`config.mk`:
```
export PLATFORM = sky130hd
export DESIGN_NAME = compare_timer_with_count_modes_unit
export DESIGN_NICKNAME = d
export VERILOG_FILES = /design/src/hw/rtl/cmtmr_pkg.sv /design/src/hw/rtl/cmtmr_regs.sv /design/src/hw/rtl/cmtmr_step.sv /design/src/hw/rtl/compare_timer_with_count_modes_unit.sv
export SDC_FILE = /design/constraint.sdc
export NUM_CORES = 1
export LEC_CHECK = 0
export ABC_CLOCK_PERIOD_IN_PS = 4200
export BUFFER_PORTS_ARGS = -buffer_cell sky130_fd_sc_hd__buf_4
export CELL_PAD_IN_SITES_DETAIL_PLACEMENT = 1
export CELL_PAD_IN_SITES_GLOBAL_PLACEMENT = 1
export CORE_MARGIN = 5
export CORE_UTILIZATION = 35
export CTS_CLUSTER_SIZE = 24
export DETAILED_ROUTE_END_ITERATION = 6
export GPL_TIMING_DRIVEN = 1
export PLACE_DENSITY_LB_ADDON = 0.1
export SYNTH_ARGS = -nofsm -noshare
export SYNTH_HDL_FRONTEND = slang
export SYNTH_SLANG_ARGS = --single-unit
```
`constraint.sdc`:
```
create_clock -name clk -period 4.2 [get_ports clk]
set_clock_uncertainty 0.15 [all_clocks]
set_input_delay 0.63 -clock clk [delete_from_list [all_inputs] [get_ports clk]]
set_output_delay 0.63 -clock clk [all_outputs]
set_load 0.1 [all_outputs]
```
`src/hw/rtl/cmtmr_pkg.sv`:
```
// ---------------------------------------------------------------------------
// cmtmr_pkg
// Shared types, register map and codes of the compare timer.
// ---------------------------------------------------------------------------
package cmtmr_pkg;

  localparam int DEFAULT_COUNT_WIDTH = 16;
  localparam int PADDR_WIDTH         = 5;
  localparam int REG_INDEX_WIDTH     = 3;

  // register index = paddr[4:2]
  localparam logic [REG_INDEX_WIDTH-1:0] REG_CLOCK_SOURCE     = 3'd0;
  localparam logic [REG_INDEX_WIDTH-1:0] REG_DIVIDER_EXPONENT = 3'd1;
  localparam logic [REG_INDEX_WIDTH-1:0] REG_COUNT_MODE       = 3'd2;
  localparam logic [REG_INDEX_WIDTH-1:0] REG_COMPARE_VALUE    = 3'd3;
  localparam logic [REG_INDEX_WIDTH-1:0] REG_IRQ_ENABLE       = 3'd4;
  localparam logic [REG_INDEX_WIDTH-1:0] REG_OUTPUT_MODE      = 3'd5;
  localparam logic [REG_INDEX_WIDTH-1:0] REG_DIRECT_OUT_BIT   = 3'd6;

  localparam logic [1:0] SRC_MAIN = 2'd0;
  localparam logic [1:0] SRC_SUB  = 2'd2;

  localparam logic [1:0] MODE_STOP   = 2'd0;
  localparam logic [1:0] MODE_UP     = 2'd1;
  localparam logic [1:0] MODE_CONT   = 2'd2;
  localparam logic [1:0] MODE_UPDOWN = 2'd3;

  localparam logic [2:0] OUT_DIRECT = 3'd0;
  localparam logic [2:0] OUT_SET    = 3'd1;
  localparam logic [2:0] OUT_RESET  = 3'd5;

  localparam logic OP_TICK  = 1'b0;
  localparam logic OP_CLEAR = 1'b1;

  typedef struct packed {
    logic [1:0]  clock_source;
    logic [1:0]  divider_exponent;
    logic [1:0]  count_mode;
    logic [15:0] compare_value;
    logic        irq_enable;
    logic [2:0]  output_mode;
    logic        direct_out_bit;
  } cfg_t;

  typedef struct packed {
    logic [15:0] count_value;
    logic        match_flag;
    logic        irq_request;
    logic        pin_level;
  } result_t;

endpackage

```
`src/hw/rtl/cmtmr_regs.sv`:
```
// ---------------------------------------------------------------------------
// cmtmr_regs
// APB-style configuration registers of the compare timer.
// ---------------------------------------------------------------------------
module cmtmr_regs (
  input  logic                             clk,
  input  logic                             rst,
  input  logic                             psel,
  input  logic                             penable,
  input  logic                             pwrite,
  input  logic [cmtmr_pkg::PADDR_WIDTH-1:0] paddr,
  input  logic [31:0]                      pwdata,
  output logic [31:0]                      prdata,
  output logic                             pready,
  output cmtmr_pkg::cfg_t                  cfg
);
  import cmtmr_pkg::*;

  logic [REG_INDEX_WIDTH-1:0] index;
  logic                       wr_en;

  assign index  = paddr[PADDR_WIDTH-1:2];
  assign wr_en  = psel & penable & pwrite;
  assign pready = 1'b1;

  always_ff @(posedge clk) begin
    if (rst) begin
      cfg <= '0;
    end else if (wr_en) begin
      case (index)
        REG_CLOCK_SOURCE:     cfg.clock_source     <= pwdata[1:0];
        REG_DIVIDER_EXPONENT: cfg.divider_exponent <= pwdata[1:0];
        REG_COUNT_MODE:       cfg.count_mode       <= pwdata[1:0];
        REG_COMPARE_VALUE:    cfg.compare_value    <= pwdata[15:0];
        REG_IRQ_ENABLE:       cfg.irq_enable       <= pwdata[0];
        REG_OUTPUT_MODE:      cfg.output_mode      <= pwdata[2:0];
        REG_DIRECT_OUT_BIT:   cfg.direct_out_bit   <= pwdata[0];
        default: ;
      endcase
    end
  end

  always_comb begin
    case (index)
      REG_CLOCK_SOURCE:     prdata = 32'(cfg.clock_source);
      REG_DIVIDER_EXPONENT: prdata = 32'(cfg.divider_exponent);
      REG_COUNT_MODE:       prdata = 32'(cfg.count_mode);
      REG_COMPARE_VALUE:    prdata = 32'(cfg.compare_value);
      REG_IRQ_ENABLE:       prdata = 32'(cfg.irq_enable);
      REG_OUTPUT_MODE:      prdata = 32'(cfg.output_mode);
      REG_DIRECT_OUT_BIT:   prdata = 32'(cfg.direct_out_bit);
      default:              prdata = '0;
    endcase
  end

endmodule

```
`src/hw/rtl/cmtmr_step.sv`:
```
// ---------------------------------------------------------------------------
// cmtmr_step
// Next-state logic of the timer for one transaction: clock select,
// prescaler, count modes, compare match and output pin action.
// ---------------------------------------------------------------------------
module cmtmr_step #(
  parameter int COUNT_WIDTH = cmtmr_pkg::DEFAULT_COUNT_WIDTH
) (
  input  cmtmr_pkg::cfg_t         cfg,
  input  logic                    op,
  input  logic                    clock_is_main,
  input  logic [COUNT_WIDTH-1:0]  counter,
  input  logic                    counting_up,
  input  logic [2:0]              prescale_count,
  input  logic                    flag_store,
  input  logic                    pin_store,
  output logic [COUNT_WIDTH-1:0]  counter_next,
  output logic                    counting_up_next,
  output logic [2:0]              prescale_count_next,
  output logic                    flag_store_next,
  output logic                    pin_store_next
);
  import cmtmr_pkg::*;

  logic [COUNT_WIDTH-1:0] cmp;
  logic [COUNT_WIDTH-1:0] stepped;
  logic [2:0]             last;
  logic                   selected;
  logic                   advance;
  logic                   match;

  assign cmp  = COUNT_WIDTH'(cfg.compare_value);
  assign last = ~(3'b111 << cfg.divider_exponent);

  assign selected = (op == OP_TICK) && (cfg.count_mode != MODE_STOP) &&
                    ((clock_is_main && cfg.clock_source == SRC_MAIN) ||
                     (!clock_is_main && cfg.clock_source == SRC_SUB));
  // >= covers a count left above the limit by a divider change
  assign advance  = selected && (prescale_count >= last);

  always_comb begin
    if (!selected)     prescale_count_next = prescale_count;
    else if (advance)  prescale_count_next = 3'd0;
    else               prescale_count_next = prescale_count + 3'd1;
  end

  assign stepped = counting_up ? counter + 1'b1 : counter - 1'b1;

  always_comb begin
    counter_next     = counter;
    counting_up_next = counting_up;
    if (advance) begin
      case (cfg.count_mode)
        MODE_UP:   counter_next = (counter >= cmp) ? '0 : counter + 1'b1;
        MODE_CONT: counter_next = counter + 1'b1;  // wraps at all ones
        MODE_UPDOWN: begin
          counter_next = stepped;
          if (stepped >= cmp || stepped == '0) counting_up_next = ~counting_up;
        end
        default: ;
      endcase
    end
  end

  assign match = advance && (counter_next == cmp);

  always_comb begin
    if (op == OP_CLEAR) flag_store_next = 1'b0;
    else                flag_store_next = flag_store | match;
  end

  always_comb begin
    pin_store_next = pin_store;
    if (match) begin
      case (cfg.output_mode)
        OUT_DIRECT: ;
        OUT_SET:    pin_store_next = 1'b1;
        OUT_RESET:  pin_store_next = 1'b0;
        default:    pin_store_next = ~pin_store;
      endcase
    end
    if (cfg.output_mode == OUT_DIRECT) pin_store_next = cfg.direct_out_bit;
  end

endmodule

```
`src/hw/rtl/compare_timer_with_count_modes_unit.sv`:
```
// ---------------------------------------------------------------------------
// compare_timer_with_count_modes_unit
// Compare timer with clock select, 2^n prescaler and stop, up, continuous
// and up/down count modes, sticky match flag, interrupt and output pin.
// ---------------------------------------------------------------------------
// The timer takes one transaction per clock cycle, tick or flag clear, and
// answers each with one result, which is registered in the result queue.
// The timer state is updated by a single layer of logic at the input
// handshake, so there is no dependency stall; a two-entry result queue lets
// input keep flowing while one result waits on the output side, and input
// ready drops only when both entries are occupied. Configuration goes
// through the APB port (registers at 4*index, pready always high) and must
// be written while the timer is idle.
module compare_timer_with_count_modes_unit #(
  parameter int COUNT_WIDTH = cmtmr_pkg::DEFAULT_COUNT_WIDTH
) (
  input  logic                              clk,
  input  logic                              rst,
  input  logic                              psel,
  input  logic                              penable,
  input  logic                              pwrite,
  input  logic [cmtmr_pkg::PADDR_WIDTH-1:0] paddr,
  input  logic [31:0]                       pwdata,
  output logic [31:0]                       prdata,
  output logic                              pready,
  input  logic                              in_valid,
  output logic                              in_ready,
  input  logic                              op,
  input  logic                              clock_is_main,
  output logic                              out_valid,
  input  logic                              out_ready,
  output logic [15:0]                       count_value,
  output logic                              match_flag,
  output logic                              irq_request,
  output logic                              pin_level
);
  import cmtmr_pkg::*;

  cfg_t cfg;

  logic [COUNT_WIDTH-1:0] counter, counter_next;
  logic                   counting_up, counting_up_next;
  logic [2:0]             prescale_count, prescale_count_next;
  logic                   flag_store, flag_store_next;
  logic                   pin_store, pin_store_next;

  result_t result_new;
  result_t slot0, slot1;
  logic [1:0] fill;
  logic push, pop;

  cmtmr_regs u_regs (
    .clk     (clk),
    .rst     (rst),
    .psel    (psel),
    .penable (penable),
    .pwrite  (pwrite),
    .paddr   (paddr),
    .pwdata  (pwdata),
    .prdata  (prdata),
    .pready  (pready),
    .cfg     (cfg)
  );

  cmtmr_step #(.COUNT_WIDTH(COUNT_WIDTH)) u_step (
    .cfg                 (cfg),
    .op                  (op),
    .clock_is_main       (clock_is_main),
    .counter             (counter),
    .counting_up         (counting_up),
    .prescale_count      (prescale_count),
    .flag_store          (flag_store),
    .pin_store           (pin_store),
    .counter_next        (counter_next),
    .counting_up_next    (counting_up_next),
    .prescale_count_next (prescale_count_next),
    .flag_store_next     (flag_store_next),
    .pin_store_next      (pin_store_next)
  );

  assign in_ready = (fill != 2'd2);
  assign push     = in_valid & in_ready;
  assign pop      = out_valid & out_ready;

  always_ff @(posedge clk) begin
    if (rst) begin
      counter        <= '0;
      counting_up    <= 1'b1;
      prescale_count <= '0;
      flag_store     <= 1'b0;
      pin_store      <= 1'b0;
    end else if (push) begin
      counter        <= counter_next;
      counting_up    <= counting_up_next;
      prescale_count <= prescale_count_next;
      flag_store     <= flag_store_next;
      pin_store      <= pin_store_next;
    end
  end

  assign result_new.count_value = 16'(counter_next);
  assign result_new.match_flag  = flag_store_next;
  assign result_new.irq_request = flag_store_next & cfg.irq_enable;
  assign result_new.pin_level   = pin_store_next;

  // result queue: slot0 is the head shown on the output
  always_ff @(posedge clk) begin
    if (rst) begin
      fill <= 2'd0;
    end else begin
      case ({push, pop})
        2'b10:   fill <= fill + 2'd1;
        2'b01:   fill <= fill - 2'd1;
        default: ;
      endcase
    end
  end

  always_ff @(posedge clk) begin
    if (pop) begin
      slot0 <= (fill == 2'd2) ? slot1 : result_new;
    end else if (push && fill == 2'd0) begin
      slot0 <= result_new;
    end
    if (push && ((fill == 2'd1 && !pop) || fill == 2'd2)) begin
      slot1 <= result_new;
    end
  end

  assign out_valid   = (fill != 2'd0);
  assign count_value = slot0.count_value;
  assign match_flag  = slot0.match_flag;
  assign irq_request = slot0.irq_request;
  assign pin_level   = slot0.pin_level;

endmodule

```
### Yosys cells after proc, flatten, opt, wreduce, memory -nomap -nowiden

Index checks and enable logic that the tools add are counted.

| word-level totals | value |
|---|---|
| bits in writable memories | 0 |
| ROM bits | 0 |
| input port bits | 46 |
| output and inout port bits | 54 |
| bits in latches | 0 |
| memories | 0 |
| register bits | 89 |

| cells by class | value |
|---|---|
| bitwise operators | 10 |
| $lt $le $gt $ge | 3 |
| multiplexer cells | 14 |
| multipliers | 0 |
| equality and inequality tests | 18 |
| reduce and logical (&&, ||, !) cells | 32 |
| $add $sub $neg | 5 |
| shift-type cells | 1 |
| div/mod/pow operators | 0 |

Operators with widths:

| cell | number |
|---|---|
| $pmux 16 s7 | 1 |
| $mux 19 | 3 |
| $mux 16 | 3 |
| $pmux 16 s3 | 1 |
| $ge 16x16->1 | 2 |
| $add 16x1->16 const B | 1 |
| $eq 16x16->1 | 1 |
| $logic_not 16->1 | 1 |
| $reduce_and 2->1 | 8 |
| $sub 16x1->16 const B | 1 |
| $eq 3x3->1 const B | 4 |
| $eq 2x2->1 const B | 5 |
| $logic_and 1x1->1 | 9 |
| $reduce_bool 2->1 | 4 |
| $eq 2x1->1 const B | 3 |
| $eq 3x1->1 const B | 2 |
| $eq 3x2->1 const B | 2 |
| $logic_not 3->1 | 2 |
| $and 1x1->1 | 5 |
| $logic_not 2->1 | 2 |
| $pmux 2 s2 | 1 |
| $reduce_and 4->1 | 1 |
| $add 3x1->3 const B | 1 |
| $ge 3x3->1 | 1 |
| other kinds (12) | 19 |

### Depth between registers and ports, before layout

| depth | value |
|---|---|
| word-level depth | 13 |
| mapped depth | 16 |

### Hierarchy

A second synthesis with hierarchy kept.

| second synthesis, totals | value |
|---|---|
| cells, all modules | 765 |
| area, all modules | 6800.3 um2 |

By module, submodules not included:

| module | cells an instance | times used | area each (um2) | seq. area each (um2) |
|---|---|---|---|---|
| cmtmr_step | 421 | 1 | 2882.8 | 0.0 |
| compare_timer_with_count_modes_unit | 176 | 1 | 2353.5 | 1621.6 |
| cmtmr_regs | 168 | 1 | 1564.0 | 540.5 |

### Worst setup path after synthesis

OpenSTA, ideal clock, no wires.

| timing path | value |
|---|---|
| path kind | register to register |
| start point | register counter[0] |
| end point | register slot0 (netlist bit pin_level) (data pin) |
| arrival | 3.977 ns |
| buffers on the path | 2 |
| stages on the path, launching flop included | 16 |
| period minus slack after synthesis | 4.259 ns |
| slack | -0.059 ns |
| data required time | 3.918 ns |
| path through | dfxtp_1 clkbuf_1 inv_1 ha_1 nand2b_1 a2111oi_0 a2111oi_1 or3_1 clkbuf_1 o211ai_1 xnor2_1 or4_1 or3_1 a2111oi_2 or3_1 a41o_1 |

| on the way | value |
|---|---|
| longest elaborated chain between the ends | 10 |
| elaborated cells between the ends (all ways) | 14 |
| classes of those cells | add/sub (2); order compare (1); eq/ne (1); mux (9); reduce/logical (1) |

Ends and longest elaborated chain:

| element | RTL line | source |
|---|---|---|
| start, declared | compare_timer_with_count_modes_unit.sv:41 | `logic [COUNT_WIDTH-1:0] counter, counter_next;` |
| start signal, assigned | compare_timer_with_count_modes_unit.sv:93 | `counter <= counter_next;` |
| $sub 16x1->16 (tied with other cells) | cmtmr_step.sv:47 | `assign stepped = counting_up ? counter + 1'b1 : counter - 1'b1;` |
| $mux 16, on equally long branches | cmtmr_step.sv:47, cmtmr_step.sv:54 |  |
| $pmux 16 s3 (*) | cmtmr_step.sv:53 | `case (cfg.count_mode)` |
| $mux 16 (*) | cmtmr_step.sv:52 | `if (advance) begin` |
| named net counter_next[7] | compare_timer_with_count_modes_unit.sv:41 |  |
| $eq 16x16->1 (*) | cmtmr_step.sv:65 | `assign match = advance && (counter_next == cmp);` |
| $logic_and 1x1->1 (*) | cmtmr_step.sv:65 |  |
| $mux 1 (*) | cmtmr_step.sv:74 | `if (match) begin` |
| $mux 1 (*) | cmtmr_step.sv:82 | `if (cfg.output_mode == OUT_DIRECT) pin_store_next = cfg.direct_out_bit;` |
| $mux 19, on equally long branches | compare_timer_with_count_modes_unit.sv:122, compare_timer_with_count_modes_unit.sv:121 |  |
| $mux 19 (*) | compare_timer_with_count_modes_unit.sv:120 | `if (pop) begin` |
| end signal, assigned | compare_timer_with_count_modes_unit.sv:121 | `slot0 <= (fill == 2'd2) ? slot1 : result_new;` |
| end signal, assigned | compare_timer_with_count_modes_unit.sv:123 | `slot0 <= result_new;` |
| end, declared | compare_timer_with_count_modes_unit.sv:48 | `result_t slot0, slot1;` |

The timed path passes the listed nets; every way through them passes the cells marked *. The select of a mux whose other input is x is not followed.
A chain may end at the register's enable or synchronous reset.

### Worst setup path in the final report

Ends and elaborated chain as after synthesis.

==> flow_metrics.py <==
metrics = {
    "floorplanning": {
        "die_y_um": 150,
        "placementRows": 51,
        "die_area_um2": 22400,
        "initial_core_util": 0.353,
        "pin_count": 100,
        "die_x_um": 150,
        "core_um2": 19300,
    },
    "worst_setup_path": {
        "crit_cells": 14,
        "critPathMaxStageDelay_ns": 0.60,
        "crit_path_start_kind": "register",
        "slowest_stage": "or4_4",
        "cpMostUsedCell": "buf_4",
        "r2r_start": "counter[0]$_SDFFE_PP0P_",
        "cp-endpoint": "pin_level$_DFFE_PP_",
        "rr_worst_depth": 14,
        "endpoint_kind": "register",
        "crit_chain": "buf_4, or4_4, buf_4, o32ai_4, a21oi_1, or3_1, o211ai_1, buf_4, xnor2_1, or4_1, or3_4, a2111oi_2, or3_1, a41o_1",
        "reg2reg_to": "pin_level$_DFFE_PP_",
        "cp.required_ns": 4.26,
        "startpoint": "counter[0]$_SDFFE_PP0P_",
        "crit_type": "reg -> reg",
        "worst_path_dominant_cell_family": "simple AND/OR/NAND/NOR gates",
        "critPathBufInv": 3,
        "path_max_fanout": 13,
        "cp.arrival_ns": 4.18,
        "r2r_slack_ns": 0.09,
    },
    "synthesis": {
        "synth-async-reset-ratio": 0,
        "yosysMostFrequentCell": "nand2_1",
        "synth_top_area_cell": "edfxtp_1",
        "synthAdderAreaFrac": 0.0770,
        "synth_top_family_by_area": "simple AND/OR/NAND/NOR gates",
        "syn-cell-area_um2": 6820,
        "avgSynthCellArea_um2": 8.13,
        "synth-seq-area-share": 0.317,
        "synth_cell_types": 74,
        "synth.area.top_cells": "edfxtp_1, dfxtp_1, ha_1, nand2_1, nor2_1",
        "synth_mux_area_frac": 0.0541,
        "yosys.area.top_type_share": 0.167,
        "syn_inst": 839,
        "synthTopCellsByCount": "nand2_1, nor2_1, a21oi_1",
        "synth_xor_area_frac": 0.0398,
        "yosys.area_share.simple": 0.232,
        "synth_edf_count": 38,
        "synth_ff_type": "dfxtp_1",
        "synth_compound_area_frac": 0.202,
        "ys_ff_latch": 89,
        "yosys_warnings": 0,
    },
    "global_route": {
        "grt_pass1_wl_mm": 44.8,
        "first_global_vias": 7361,
        "grt_max_degree": 53,
        "grt_usage": 0.264,
        "grt_overflow": 0,
        "antenna_found_initial": 0,
    },
    "routing": {
        "vias": 7151,
        "first_iter_violations": 547,
        "drtPass1Iterations": 7,
        "wl_per_cell_um": 23.3,
        "drtAntennaViolNets": 0,
        "drc": 0,
        "wl_mm": 29.3,
        "vias_per_cell": 5.67,
    },
    "timing": {
        "setup_violations": 0,
        "period_share": 0.980,
        "fmax_mhz": 243,
        "worst_slack_ns": 0.0855,
        "relSlewSlack": 0.326,
        "period_minus_slack_ns": 4.11,
        "worst_pin_slew_ns": 1.01,
        "drv_slew": 0,
        "hold_viol": 0,
    },
    "flow_run": {
        "max_cap_violations": 0,
    },
    "clock_tree": {
        "htree_levels": 3,
        "cts-root-buf": "clkbuf_16",
        "cts_made_buffers": 9,
        "cts_buffer_depth": 2,
        "clkSinkCount": 89,
        "clk_latency_ns": 0.36,
        "clkTransAtPathRegs_ns": 0.07,
        "tritoncts": "yes",
        "cts_hold_buf": 0,
    },
    "placed_design": {
        "io_buffers": 64,
        "place_congestion": 0.974,
        "pre_cts_ws_ns": -0.396,
        "dp_hpwl_mm": 23.1,
    },
    "worst_hold_path": {
        "hold_class": "reg -> reg",
    },
    "outcome": {
        "status": "completed",
    },
    "layout": {
        "drive_gt1_frac": 0.275,
        "num-nets-final": 1079,
        "diodes": 0,
        "syn2layout_area_growth_pct": 31.0,
    },
    "power": {
        "ir_drop_v": 0.000240,
        "p_leak_nw": 3.60,
        "p_per_area_nw_per_um2": 445,
        "total_power_w": 0.00398,
    },
}
## how the worst min path moves through the flow
| stage | startpoint | endpoint | slack [ns] | depth (start not counted) |
|---|---|---|---|---|
| after global routing | u_regs.cfg[15]$_SDFFE_PP0P_ | u_regs.cfg[15]$_SDFFE_PP0P_ | 0.33 | 2 |
| after detailed placement | u_regs.cfg[12]$_SDFFE_PP0P_ | u_regs.cfg[12]$_SDFFE_PP0P_ | 0.30 | 2 |
| final | u_regs.cfg[12]$_SDFFE_PP0P_ | u_regs.cfg[12]$_SDFFE_PP0P_ | 0.31 | 2 |
| after CTS | u_regs.cfg[12]$_SDFFE_PP0P_ | u_regs.cfg[12]$_SDFFE_PP0P_ | 0.31 | 2 |
| after floorplan | u_regs.cfg[12]$_SDFFE_PP0P_ | u_regs.cfg[12]$_SDFFE_PP0P_ | 0.29 | 2 |
| after global placement | u_regs.cfg[14]$_SDFFE_PP0P_ | u_regs.cfg[14]$_SDFFE_PP0P_ | 0.30 | 2 |
## cells in the final DEF, fill, tap and decap left out, types with 19 or more instances in the layout
master    count
buf_4       196
nand2_1      86
nor2_1       85
a21oi_1      60
dfxtp_1      49
inv_1        43
ha_1         40
edfxtp_1     38
nor3_1       28
nand3_1      25
xnor2_1      25
o21ai_0      19
mux2i_1      19
## worst min-delay path, stage by stage (launching register included)
cell     delay, ns
dfxtp_1       0.31
nand2_1       0.05
a21oi_1       0.05
## final cells by class
| type | count | area (µm²) |
|---|---|---|
| Clock inverter | 6 | 97.6 |
| Sequential cell | 89 | 2160 |
| Fill cell | 2360 | 10400 |
| Inverter | 45 | 169 |
| Tap cell | 265 | 332 |
| Clock buffer | 10 | 229 |
| Timing Repair Buffer | 199 | 1520 |
| Multi-Input combinational cell | 647 | 4430 |
## per-stage QoR
stage,std cells,cell area [µm²],utilization,hold WS [ns],setup TNS [ns]
2_1_floorplan,854,6880,-,0.286,0
3_3_place_gp,1242,8350,0.432,0.297,-0.640
3_5_place_dp,1242,8350,0.432,0.303,-2.53
4_1_cts,1258,8780,0.454,0.313,0
5_1_grt,1261,8940,0.462,0.331,-0.0660
6_report,1261,8940,0.462,0.310,0
## state kept, by name, summed over array words and instances, names as in the netlist
| signal | flops |
|---|---|
| u_regs.cfg | 27 |
| slot1 | 19 |
| count_value | 16 |
| counter | 16 |
| prescale_count | 3 |
| fill | 2 |
| counting_up | 1 |
| flag_store | 1 |
| irq_request | 1 |
| match_flag | 1 |
| pin_level | 1 |
| pin_store | 1 |
## power by group
group          total, W  switching (W)  internal (W)
Clock          0.000926       0.000393      0.000533
Combinational   0.00192        0.00138      0.000536
Sequential      0.00114      0.0000608       0.00108
Total           0.00398        0.00183       0.00215
## what timing repair did
action / CTS / global route
resized for setup: 21 / 25
endpoints found under the hold margin: 0 / 0
endpoints found under the setup margin: 8 / 9
pin swaps: 0 / 15
setup buffers: 0 / 3
## cell families after synthesis
family          count (synthesis)
simple gates                  322
compound gates                201
buf+inv                       118
flops                          89
fa+ha+maj                      42
mux                            34
xor+xnor                       31
other cells                     2
## metal layers
layer  vias up  wire, µm  track usage
met5         -         0            0
met4         0      1080       0.0975
met3        53      1590       0.0397
met2       234     13500        0.430
met1      3530     13200        0.357
li1       3334         -            -
Power figures use the tool's default switching activity.
